`src/hdl/tpa_pkg.sv`:
```
`timescale 1ns / 1ps
// ---------------------------------------------------------------------------
// tpa_pkg
// shared types and constants for triangle primitive assembly
// ---------------------------------------------------------------------------
package tpa_pkg;

    localparam int INDEX_BITS = 16;
    localparam int JOB_DEPTH  = 4;
    localparam int JOB_PTR_W  = $clog2(JOB_DEPTH);
    localparam int JOB_CNT_W  = $clog2(JOB_DEPTH + 1);

    // command codes
    localparam logic CMD_BEGIN  = 1'b0;
    localparam logic CMD_VERTEX = 1'b1;

    typedef enum logic [1:0] {
        MODE_LIST  = 2'd0,
        MODE_FAN   = 2'd1,
        MODE_STRIP = 2'd2,
        MODE_NONE  = 2'd3
    } t_mode;

    typedef logic [INDEX_BITS-1:0] t_index;

    typedef struct packed {
        logic       command;
        logic [1:0] prim_type;
        t_index     vertex_index;
    } t_in_word;

    typedef struct packed {
        t_index out_index;
        logic   last;
    } t_out_word;

    // one queued job: a single index or a full triangle
    typedef struct packed {
        logic   is_tri;
        t_index idx0;
        t_index idx1;
        t_index idx2;
    } t_job;

    // front to queue
    typedef struct packed {
        logic push;
        t_job job;
    } t_job_push;

    // queue to back
    typedef struct packed {
        logic avail;
        t_job job;
    } t_job_head;

endpackage

```
`src/hdl/triangle_primitive_assembly.sv`:
```
`timescale 1ns / 1ps
// ---------------------------------------------------------------------------
// triangle_primitive_assembly
// turns a stream of begin and vertex words into a flat triangle index list
// ---------------------------------------------------------------------------
//  channel  direction  handshake                 payload
//  input    in         i_in_valid / o_in_stall   i_in_word  (command, type, index)
//  output   out        o_out_valid / i_out_stall o_out_word (out_index, last)
//
//  a begin word or dropped vertex makes no output word
//  list vertices and the first three fan/strip vertices give one word each,
//  one per cycle while the output is not stalled; later fan/strip vertices
//  give three words each, which the single output register sends one at a time
//  synchronous active-low reset leaves no primitive active: vertices are
//  dropped until a begin word arrives
//  a four-job queue lets the input side keep accepting while the output
//  side is stalled; o_in_stall rises only when that queue is full
// ---------------------------------------------------------------------------
module triangle_primitive_assembly (
    input  logic               i_clk,
    input  logic               i_rst_n,
    // input channel
    input  logic               i_in_valid,
    output logic               o_in_stall,
    input  tpa_pkg::t_in_word  i_in_word,
    // output channel
    output logic               o_out_valid,
    input  logic               i_out_stall,
    output tpa_pkg::t_out_word o_out_word
);
    import tpa_pkg::*;

    // front to queue: push strobe plus the job it built
    t_job_push push;
    // queue to back: head job and whether one is there
    t_job_head head;
    logic      full;
    logic      pop;

    // input is held off only by a full job queue
    assign o_in_stall = full;

    // front: decodes words, keeps mode, lead count, phase and vertex history
    tpa_front u_front (
        .i_clk      (i_clk),
        .i_rst_n    (i_rst_n),
        .i_in_valid (i_in_valid),
        .i_in_word  (i_in_word),
        .i_full     (full),
        .o_push     (push)
    );

    // queue: decouples front from back
    tpa_queue u_queue (
        .i_clk   (i_clk),
        .i_rst_n (i_rst_n),
        .i_push  (push),
        .i_pop   (pop),
        .o_full  (full),
        .o_head  (head)
    );

    // back: steps through one or three indices per job into the output register
    tpa_back u_back (
        .i_clk       (i_clk),
        .i_rst_n     (i_rst_n),
        .i_head      (head),
        .o_pop       (pop),
        .o_out_valid (o_out_valid),
        .i_out_stall (i_out_stall),
        .o_out_word  (o_out_word)
    );

endmodule

```
`src/hdl/tpa_front.sv`:
```
`timescale 1ns / 1ps
// ---------------------------------------------------------------------------
// tpa_front
// accepts words, tracks primitive state and builds output jobs
// ---------------------------------------------------------------------------
module tpa_front (
    input  logic               i_clk,
    input  logic               i_rst_n,
    input  logic               i_in_valid,
    input  tpa_pkg::t_in_word  i_in_word,
    input  logic               i_full,
    output tpa_pkg::t_job_push o_push
);
    import tpa_pkg::*;

    t_mode      r_mode, n_mode;
    logic [1:0] r_lead, n_lead;
    logic       r_odd, n_odd;
    t_index     r_first, n_first;
    t_index     r_older, n_older;
    t_index     r_newer, n_newer;

    logic   accept;
    t_index v;

    assign accept = i_in_valid && !i_full;
    assign v      = i_in_word.vertex_index;

    always_comb begin
        n_mode  = r_mode;
        n_lead  = r_lead;
        n_odd   = r_odd;
        n_first = r_first;
        n_older = r_older;
        n_newer = r_newer;
        o_push  = '0;
        if (accept) begin
            if (i_in_word.command == CMD_BEGIN) begin
                n_mode  = t_mode'(i_in_word.prim_type);
                n_lead  = '0;
                n_odd   = 1'b0;
                n_older = '0;
                n_newer = '0;
            end else if (r_mode != MODE_NONE) begin
                o_push.push = 1'b1;
                if (r_mode == MODE_LIST || r_lead != 2'd3) begin
                    o_push.job.is_tri = 1'b0;
                    o_push.job.idx0   = v;
                    if (r_mode != MODE_LIST) begin
                        if (r_lead == 2'd0) begin
                            n_first = v;
                        end
                        if (r_lead == 2'd2) begin
                            n_odd = 1'b1;
                        end
                        n_lead = r_lead + 2'd1;
                    end
                end else if (r_mode == MODE_FAN) begin
                    o_push.job.is_tri = 1'b1;
                    o_push.job.idx0   = r_first;
                    o_push.job.idx1   = r_newer;
                    o_push.job.idx2   = v;
                end else begin
                    o_push.job.is_tri = 1'b1;
                    o_push.job.idx0   = r_older;
                    // winding flips every strip triangle
                    if (r_odd) begin
                        o_push.job.idx1 = v;
                        o_push.job.idx2 = r_newer;
                    end else begin
                        o_push.job.idx1 = r_newer;
                        o_push.job.idx2 = v;
                    end
                    n_odd = !r_odd;
                end
                n_older = r_newer;
                n_newer = v;
            end
        end
    end

    always_ff @(posedge i_clk) begin
        if (!i_rst_n) begin
            r_mode  <= MODE_NONE;
            r_lead  <= '0;
            r_odd   <= 1'b0;
            r_first <= '0;
            r_older <= '0;
            r_newer <= '0;
        end else begin
            r_mode  <= n_mode;
            r_lead  <= n_lead;
            r_odd   <= n_odd;
            r_first <= n_first;
            r_older <= n_older;
            r_newer <= n_newer;
        end
    end

endmodule

```
`src/hdl/tpa_queue.sv`:
```
`timescale 1ns / 1ps
// ---------------------------------------------------------------------------
// tpa_queue
// small job queue between front and back
// ---------------------------------------------------------------------------
module tpa_queue (
    input  logic               i_clk,
    input  logic               i_rst_n,
    input  tpa_pkg::t_job_push i_push,
    input  logic               i_pop,
    output logic               o_full,
    output tpa_pkg::t_job_head o_head
);
    import tpa_pkg::*;

    t_job                 r_mem [JOB_DEPTH];
    logic [JOB_PTR_W-1:0] r_wr, n_wr;
    logic [JOB_PTR_W-1:0] r_rd, n_rd;
    logic [JOB_CNT_W-1:0] r_count, n_count;

    assign o_full     = (r_count == JOB_CNT_W'(JOB_DEPTH));
    assign o_head.avail = (r_count != '0);
    assign o_head.job = r_mem[r_rd];

    always_comb begin
        n_wr    = r_wr;
        n_rd    = r_rd;
        n_count = r_count;
        if (i_push.push) begin
            n_wr = r_wr + JOB_PTR_W'(1);
        end
        if (i_pop) begin
            n_rd = r_rd + JOB_PTR_W'(1);
        end
        if (i_push.push && !i_pop) begin
            n_count = r_count + JOB_CNT_W'(1);
        end else if (!i_push.push && i_pop) begin
            n_count = r_count - JOB_CNT_W'(1);
        end
    end

    always_ff @(posedge i_clk) begin
        if (i_push.push) begin
            r_mem[r_wr] <= i_push.job;
        end
    end

    always_ff @(posedge i_clk) begin
        if (!i_rst_n) begin
            r_wr    <= '0;
            r_rd    <= '0;
            r_count <= '0;
        end else begin
            r_wr    <= n_wr;
            r_rd    <= n_rd;
            r_count <= n_count;
        end
    end

    a_no_overflow: assert property (@(posedge i_clk) disable iff (!i_rst_n)
        o_full |-> !i_push.push)
        else $error("job pushed into full queue");

    a_no_underflow: assert property (@(posedge i_clk) disable iff (!i_rst_n)
        i_pop |-> o_head.avail)
        else $error("job popped from empty queue");

    a_count_bound: assert property (@(posedge i_clk) disable iff (!i_rst_n)
        r_count <= JOB_CNT_W'(JOB_DEPTH))
        else $error("queue count out of range");

endmodule

```
`src/hdl/tpa_back.sv`:
```
`timescale 1ns / 1ps
// ---------------------------------------------------------------------------
// tpa_back
// serializes jobs into output words through an output register
// ---------------------------------------------------------------------------
module tpa_back (
    input  logic               i_clk,
    input  logic               i_rst_n,
    input  tpa_pkg::t_job_head i_head,
    output logic               o_pop,
    output logic               o_out_valid,
    input  logic               i_out_stall,
    output tpa_pkg::t_out_word o_out_word
);
    import tpa_pkg::*;

    t_job       r_job;
    logic       r_job_valid, n_job_valid;
    logic [1:0] r_pos, n_pos;
    logic       r_out_valid, n_out_valid;
    t_out_word  r_out;

    logic   out_free;
    logic   emit;
    logic   is_last;
    t_index sel;

    assign out_free = !r_out_valid || !i_out_stall;
    assign emit     = out_free && r_job_valid;
    assign is_last  = !r_job.is_tri || (r_pos == 2'd2);
    assign o_pop    = i_head.avail && (!r_job_valid || (emit && is_last));

    always_comb begin
        case (r_pos)
            2'd0:    sel = r_job.idx0;
            2'd1:    sel = r_job.idx1;
            default: sel = r_job.idx2;
        endcase
    end

    always_comb begin
        n_job_valid = r_job_valid;
        n_pos       = r_pos;
        n_out_valid = r_out_valid;
        if (out_free) begin
            n_out_valid = emit;
        end
        if (emit) begin
            n_pos = r_pos + 2'd1;
            if (is_last) begin
                n_job_valid = 1'b0;
                n_pos       = '0;
            end
        end
        if (o_pop) begin
            n_job_valid = 1'b1;
            n_pos       = '0;
        end
    end

    always_ff @(posedge i_clk) begin
        if (o_pop) begin
            r_job <= i_head.job;
        end
        if (emit) begin
            r_out.out_index <= sel;
            r_out.last      <= is_last;
        end
    end

    always_ff @(posedge i_clk) begin
        if (!i_rst_n) begin
            r_job_valid <= 1'b0;
            r_pos       <= '0;
            r_out_valid <= 1'b0;
        end else begin
            r_job_valid <= n_job_valid;
            r_pos       <= n_pos;
            r_out_valid <= n_out_valid;
        end
    end

    assign o_out_valid = r_out_valid;
    assign o_out_word  = r_out;

    a_job_kept: assert property (@(posedge i_clk) disable iff (!i_rst_n)
        emit && !is_last |=> r_job_valid && r_pos == $past(r_pos) + 2'd1)
        else $error("triangle job lost before its last word");

    a_pos_single: assert property (@(posedge i_clk) disable iff (!i_rst_n)
        r_job_valid && !r_job.is_tri |-> r_pos == 2'd0)
        else $error("single-index job past its first word");

endmodule
```
`config.mk`:
```
export PLATFORM = sky130hd
export DESIGN_NAME = triangle_primitive_assembly
export DESIGN_NICKNAME = d
export VERILOG_FILES = /design/src/hdl/tpa_pkg.sv /design/src/hdl/triangle_primitive_assembly.sv /design/src/hdl/tpa_front.sv /design/src/hdl/tpa_queue.sv /design/src/hdl/tpa_back.sv
export SDC_FILE = /design/constraint.sdc
export NUM_CORES = 1
export LEC_CHECK = 0
export BUFFER_PORTS_ARGS = -buffer_cell sky130_fd_sc_hd__buf_2
export CORE_MARGIN = 4
export CORE_UTILIZATION = 50
export CTS_CLUSTER_DIAMETER = 80
export DETAILED_ROUTE_END_ITERATION = 16
export GPL_TIMING_DRIVEN = 0
export HOLD_SLACK_MARGIN = 0.08
export PLACE_DENSITY = 0.69
export SLEW_MARGIN = 20
export SYNTH_ARGS = -nofsm -noshare
export SYNTH_HDL_FRONTEND = slang
export SYNTH_SLANG_ARGS = --single-unit
```
`constraint.sdc`:
```
create_clock -name i_clk -period 4.64 [get_ports i_clk]
set_clock_uncertainty 0.1 [all_clocks]
set_input_delay 0.696 -clock i_clk [delete_from_list [all_inputs] [get_ports i_clk]]
set_output_delay 0.696 -clock i_clk [all_outputs]
set_load 0.05 [all_outputs]
```
### Yosys cells after proc, flatten, opt, wreduce, memory -nomap -nowiden

Memory sizes are Yosys's and may differ from the RTL's. A register that Yosys moved wholly into a read port is not among the register bits.
Index checks and enable logic that the tools add are counted.

* reductions and logical operators: 33
* $mul: 0
* div/mod/pow operators: 0
* muxes and demuxes: 30
* order comparisons: 0
* bitwise operators: 2
* add/subtract/negate cells: 6
* shift operators: 0
* equality and inequality tests: 13

Operator list (number)
* 50-bit two-way mux: 3
* 16-bit two-way mux: 4
* 32-bit two-way mux: 2
* 48-bit two-way mux: 1
* 16-bit one-hot mux with 2 select lines: 1
* 17-bit two-way mux: 1
* 1-bit two-way mux: 11
* 2-bit two-way mux: 5
* 2-bit by 1-bit adder with 2-bit output (second input constant): 4
* 1-bit logical NOT: 8
* 2-bit nonzero test: 4
* 1-bit logical AND: 6
* 2-bit logical NOT: 3
* 3-bit two-way mux: 2
* 2-bit by 1-bit != test with 1-bit output (second input constant): 3
* 3-bit != test (second input constant): 2
* 2-bit AND reduction: 3
* 6-bit AND reduction: 1
* 5-bit AND reduction: 1
* 2-bit by 1-bit equality test with 1-bit output (second input constant): 2
* 2-bit equality test (second input constant): 2
* 1-bit logical OR: 4
* 2-bit != test (second input constant): 2
* 4-bit AND reduction: 1
* 7 further kinds: 8

* RAM bits: 196
* flip-flop bits (word level): 81
* latch bits: 0
* output and inout bits: 19
* input bits: 23
* logic and storage cells: 99
* memories: 1
* bits in read-only memories: 0

Memories
* u_queue.r_mem: depth 4, width 49, rd ports 1, clocked after memory_dff 1, write ports 1, RTL line tpa_queue.sv:16 `t_job r_mem [JOB_DEPTH];`

### Logic depth before layout (Yosys ltp)

* depth in word-level cells: 10
* gate-level depth with buffers: 12
* gate-level depth less buffers: 12

### Hierarchy

From an unflattened synthesis, not the netlist that was laid out.

* cells, all modules: 828
* area total of the unflattened synthesis: 13057.5 sq um

Modules (own cells, without submodules)
* tpa_queue: instances 1, cells each 299, sequential area each 6065.8 sq um, area each 7538.5 sq um
* tpa_front: instances 1, cells each 383, sequential area each 1061.0 sq um, area each 2942.8 sq um
* tpa_back: instances 1, cells each 146, sequential area each 2062.0 sq um, area each 2576.2 sq um

### Worst setup path after synthesis

OpenSTA, ideal clock, no wires.

* kind: input-to-reg
* from: input i_out_stall
* to: register u_queue.r_count[2]
* cell stages on the path: 10
* slack: 0.249 ns
* arrival time: 4.215 ns
* buffers on the path: 0
* data required time: 4.464 ns
* setup time: 0.076 ns
* path through: nand2_1 a21boi_0 nor2_1 inv_1 ha_1 inv_1 fa_1 xor2_1 or3_1 a21boi_0

* word-level cells in the longest chain between the ends: 9
* elaborated cells between the ends (all ways): 11
* classes of those cells: 1 x mux; 10 x reduce/logical

Ends and longest elaborated chain
* from (decl): RTL line triangle_primitive_assembly.sv:28 `input logic i_out_stall,`
* 1-bit logical NOT *: RTL line tpa_back.sv:28 `assign out_free = !r_out_valid || !i_out_stall;`
* 1-bit logical OR *: RTL line tpa_back.sv:28
* 1-bit logical AND *: RTL line tpa_back.sv:29 `assign emit = out_free && r_job_valid;`
* 1-bit logical AND *: RTL line tpa_back.sv:31 `assign o_pop = i_head.avail && (!r_job_valid || (emit && is_last));`
* 1-bit logical OR *: RTL line tpa_back.sv:31
* 1-bit logical AND *: RTL line tpa_back.sv:31
* net pop: RTL line triangle_primitive_assembly.sv:38 `logic pop;`
* 1-bit logical NOT: RTL line tpa_queue.sv:35 `if (i_push.push && !i_pop) begin`
* 1-bit logical AND: RTL line tpa_queue.sv:35
* 3-bit two-way mux / 2-bit nonzero test (equally long branches)
* to (signal assigned): RTL line tpa_queue.sv:56 `r_count <= n_count;`
* to (decl): RTL line tpa_queue.sv:19 `logic [JOB_CNT_W-1:0] r_count, n_count;`

The timed path passes the listed nets; every way through them passes the cells marked *.
A chain may end at the register's enable or synchronous reset.

### Final worst setup path

* from: register u_back.r_pos[0]
* to: register u_queue.r_count[2]

* word-level cells in the longest chain between the ends: 8
* elaborated cells between the ends (all ways): 10
* classes of those cells: 1 x eq/ne; 1 x mux; 8 x reduce/logical

Ends and longest elaborated chain
* from (decl): RTL line tpa_back.sv:19 `logic [1:0] r_pos, n_pos;`
* from (signal assigned): RTL line tpa_back.sv:78 `r_pos <= n_pos;`
* 2-bit equality test *: RTL line tpa_back.sv:30 `assign is_last = !r_job.is_tri || (r_pos == 2'd2);`
* 1-bit logical OR *: RTL line tpa_back.sv:30
* net u_back.is_last: RTL line tpa_back.sv:25 `logic is_last;`
* 1-bit logical AND *: RTL line tpa_back.sv:31
* 1-bit logical OR *: RTL line tpa_back.sv:31
* 1-bit logical AND *: RTL line tpa_back.sv:31
* net pop: RTL line triangle_primitive_assembly.sv:38
* 1-bit logical NOT: RTL line tpa_queue.sv:35
* 1-bit logical AND: RTL line tpa_queue.sv:35
* 3-bit two-way mux / 2-bit nonzero test (equally long branches)

Marks and branches as above.

==> results.yml <==
place:
  placement.io_buffers: 40
  dp_hpwl_um: 17680
  gp_congestion: 0.8329
clocking:
  cts_resized: 0
  clock-sinks: 326
  cts_max_level: 2
  cts_setup_buffers: 0
  cts_tree: "done"
  cts.reportedPaths.clkPinSlew_ns: 0.06
  cts_buffer_depth: 3
  cts_made_buffers: 35
  clock_latency_ns: 0.51
  hold_buffers: 0
  root_buffer: "clkbuf_16"
synth:
  synthAdderAreaFrac: 0.01246
  synth_top_area_frac: 0.6220
  synth_compound_area_frac: 0.08467
  ys.flop_type: "edfxtp_1"
  synth_edf_count: 262
  avgSynthCellArea_um2: 15.73
  yosys.area_share.xor_xnor: 0.002770
  ys_seq_elements: 326
  synth_cells: 804
  synth.mux.area_fraction: 0.08803
  postSynth.asyncResetShare: 0
  yosys_warnings: 0
  synth.distinct_cells: 42
  synthesis.nets: 839
  synth-simple-area-share: 0.06558
  ys_seq_area_frac: 0.7232
  synth_top_family_by_area: "multiplexers"
  syn_area_um2: 12650
  synthTopCellsByArea: "edfxtp_1, dfxtp_1, mux4_2"
  synth_top_cell_by_area: "edfxtp_1"
pwr:
  power.density_nw_per_um2: 559.6
  finalPower_mw: 8.107
  ir_drop_mv: 0.3011
  p_leak_nw: 4.670
route:
  ant_nets: 0
  wire_per_inst_um: 21.27
  drt-total-wl_um: 26220
  drc: 0
  drt_iter0_drc: 708
  avgViaCountPerCell: 5.696
  vias: 7023
  first_pass_iters: 5
global_routing:
  antenna_found_initial: 0
  met3_usage: 0.02868
  met1_usage: 0.2784
  grt_overflow: 0
  met2_usage: 0.3001
  grt_pass1_wl_um: 40830
  grt-busiest-layer: "met2"
  grt_pass1_vias: 7016
  grt_max_degree: 30
  gr-usage-all-layers: 0.1880
final_layout:
  antenna_cells: 0
  layout-drive-gt1-share: 0.2145
  syn2layout_area_growth_pct: 14.53
  num-fill-cells: 1877
  final_net_count: 923
worst_setup_path:
  startpoint: "u_back.r_pos[0]"
  worstPathMaxFanout: 7
  crit_type: "register to register"
  worst_ep_required_time_ns: 4.97
  rrSetupSlack_ns: 1.35
  cp_data_arrival_time_ns: 3.63
  worstReg2RegEnd: "u_queue.r_count[2]"
  endpoint_kind: "register"
  rr_worst_depth: 12
  worst_setup_path_start_kind: "register"
  endpoint: "u_queue.r_count[2]"
  r2r_start: "u_back.r_pos[0]"
floorplanning:
  top_level_ports: 42
  std_cell_rows: 57
  core_region_area_um2: 24600
  die_x_um: 167.1
  dieArea_um2: 27910
  die_height_um: 167.1
  floorplan.initialDensity: 0.5141
sta:
  worstMarginPinSlew_ns: 0.8474
  finalSetupTns_ns: 0
  period_minus_slack_ns: 3.292
  finalHoldViolCount: 0
  period_share: 0.7095
  setup_violations: 0
  relSlewSlack: 0.4300
  max_freq_ghz: 0.3038
  rsz0062_at_grt: "false"
  slew_viol_final: 0
min_path:
  hp-class: "input pin to register"
run:
  drv_cap: 0
status:
  status: "finished clean"
## cell usage after synthesis, drive strengths merged, types with 2 or more instances
| library cell | number |
|---|---|
| edfxtp | 262 |
| nand2 | 125 |
| dfxtp | 64 |
| mux4 | 49 |
| a21oi | 39 |
| a22o | 32 |
| buf | 27 |
| nor2 | 25 |
| clkbuf | 23 |
| o21ai | 23 |
| o22ai | 19 |
| nand3 | 18 |
| a211oi | 17 |
| a22oi | 16 |
| inv | 13 |
| ha | 11 |
| and2 | 6 |
| a21boi | 5 |
| nand2b | 4 |
| or3 | 4 |
| nor2b | 3 |
| xor2 | 3 |
| nand4 | 2 |
| nor3 | 2 |
## layer usage
layer  up-vias  wire length, µm
li1       3251                -
met4         0              464
met3        38             1411
met1      3505            11900
met5         -                0
met2       229            12440
## state kept, by name, summed over array words and instances, names as in the netlist
signal and cells:
u_queue.r_mem 196, u_back.r_job 49, u_back.o_out_word 17, u_front.r_first 16, u_front.r_newer 16, u_front.r_older 16
u_queue.r_count 3, u_back.r_pos 2, u_front.r_lead 2, u_front.r_mode 2, u_queue.r_rd 2, u_queue.r_wr 2
u_back.o_out_valid 1, u_back.r_job_valid 1, u_front.r_odd 1
## per-stage QoR
| stage | cell area (µm²) | util | std cells | setup WS [ns] | hold WS (ns) |
|---|---|---|---|---|---|
| after floorplan | 12650 | - | 804 | 0.2494 | 0.3448 |
| after global placement | 13260 | 0.5387 | 1168 | -1.516 | 0.3537 |
| after detailed placement | 13430 | 0.5459 | 1175 | 1.395 | 0.3631 |
| after CTS | 14490 | 0.5888 | 1233 | 1.389 | 0.3019 |
| after global routing | 14490 | 0.5888 | 1233 | 1.152 | 0.3289 |
| final | 14490 | 0.5888 | 1233 | 1.348 | 0.3067 |
## final cells by class
type	count	area, µm²	share of cell area
Buffer	50	241.5	0.01667
Tap cell	324	405.4	0.02798
Inverter	14	52.55	0.003627
Multi-Input combinational cell	414	3236	0.2233
Clock buffer	50	962.2	0.06641
Sequential cell	326	9149	0.6315
Timing Repair Buffer	47	347.8	0.02401
Clock inverter	8	93.84	0.006477
## logic make-up (layout without fill, tap and decap cells)
kind of cell               count (synthesis)  after routing
xor gates and xnor gates                   4              4
and+or+nand+nor                          193            193
AOI/OAI and AO/OA                        155            155
DFF                                      326            326
buffers and inverters                     64            169
muxes                                     50             50
adders and majority gates                 12             12
## report_power, final
part | internal, mW | leakage, nW | total [mW] | switching (mW)
Combinational | 0.625 | 1.39 | 1.71 | 1.09
Clock | 1.55 | 0.513 | 2.60 | 1.05
Sequential | 3.67 | 2.77 | 3.79 | 0.123
Total | 5.84 | 4.67 | 8.11 | 2.26
## how the worst min path moves through the flow
stage	slack [ns]	cells after the start	from	endpoint
after detailed placement	0.36	2	u_front.r_first[14]	u_front.r_first[14]
final	0.31	3	i_in_word[17]	u_front.r_mode[1]
after CTS	0.30	3	i_in_word[17]	u_front.r_mode[1]
after floorplan	0.34	2	u_front.r_first[0]	u_front.r_first[0]
after global routing	0.33	3	i_in_word[17]	u_front.r_mode[1]
after global placement	0.35	2	u_front.r_first[4]	u_front.r_first[4]
## cells in the final DEF, fill, tap and decap left out, drive strengths merged
cell type and n:
nand3 18, o41a 1, a21oi 39, dfxtp 64
a22o 32, nand4b 1, nor2 25, nand2 125
a22oi 16, nor2b 3, ha 11, and2 6
buf 74, o2111ai 1, xor2 3, edfxtp 262
clkinv 5, inv 15, clkbuf 73, nand4 2
nand2b 4, fa 1, nor3 2, a21boi 5
mux4 49, bufinv 2, o211ai 1, xnor2 1
or3b 1, nor3b 1, or3 4, mux2i 1
a211oi 17, o22ai 19, nand3b 1, o21ai 23
o21a 1
## worst max-delay path, stage by stage (launching register included)
cell      delay, ns
dfxtp_1        0.35
inv_1          0.09
ha_1           0.21
nand2b_1       0.30
a21boi_0       0.75
nor2_4         0.11
inv_1          0.09
ha_1           0.17
inv_1          0.06
fa_1           0.37
xor2_1         0.17
or3_1          0.30
a21boi_0       0.15
Power figures use the tool's default switching activity.
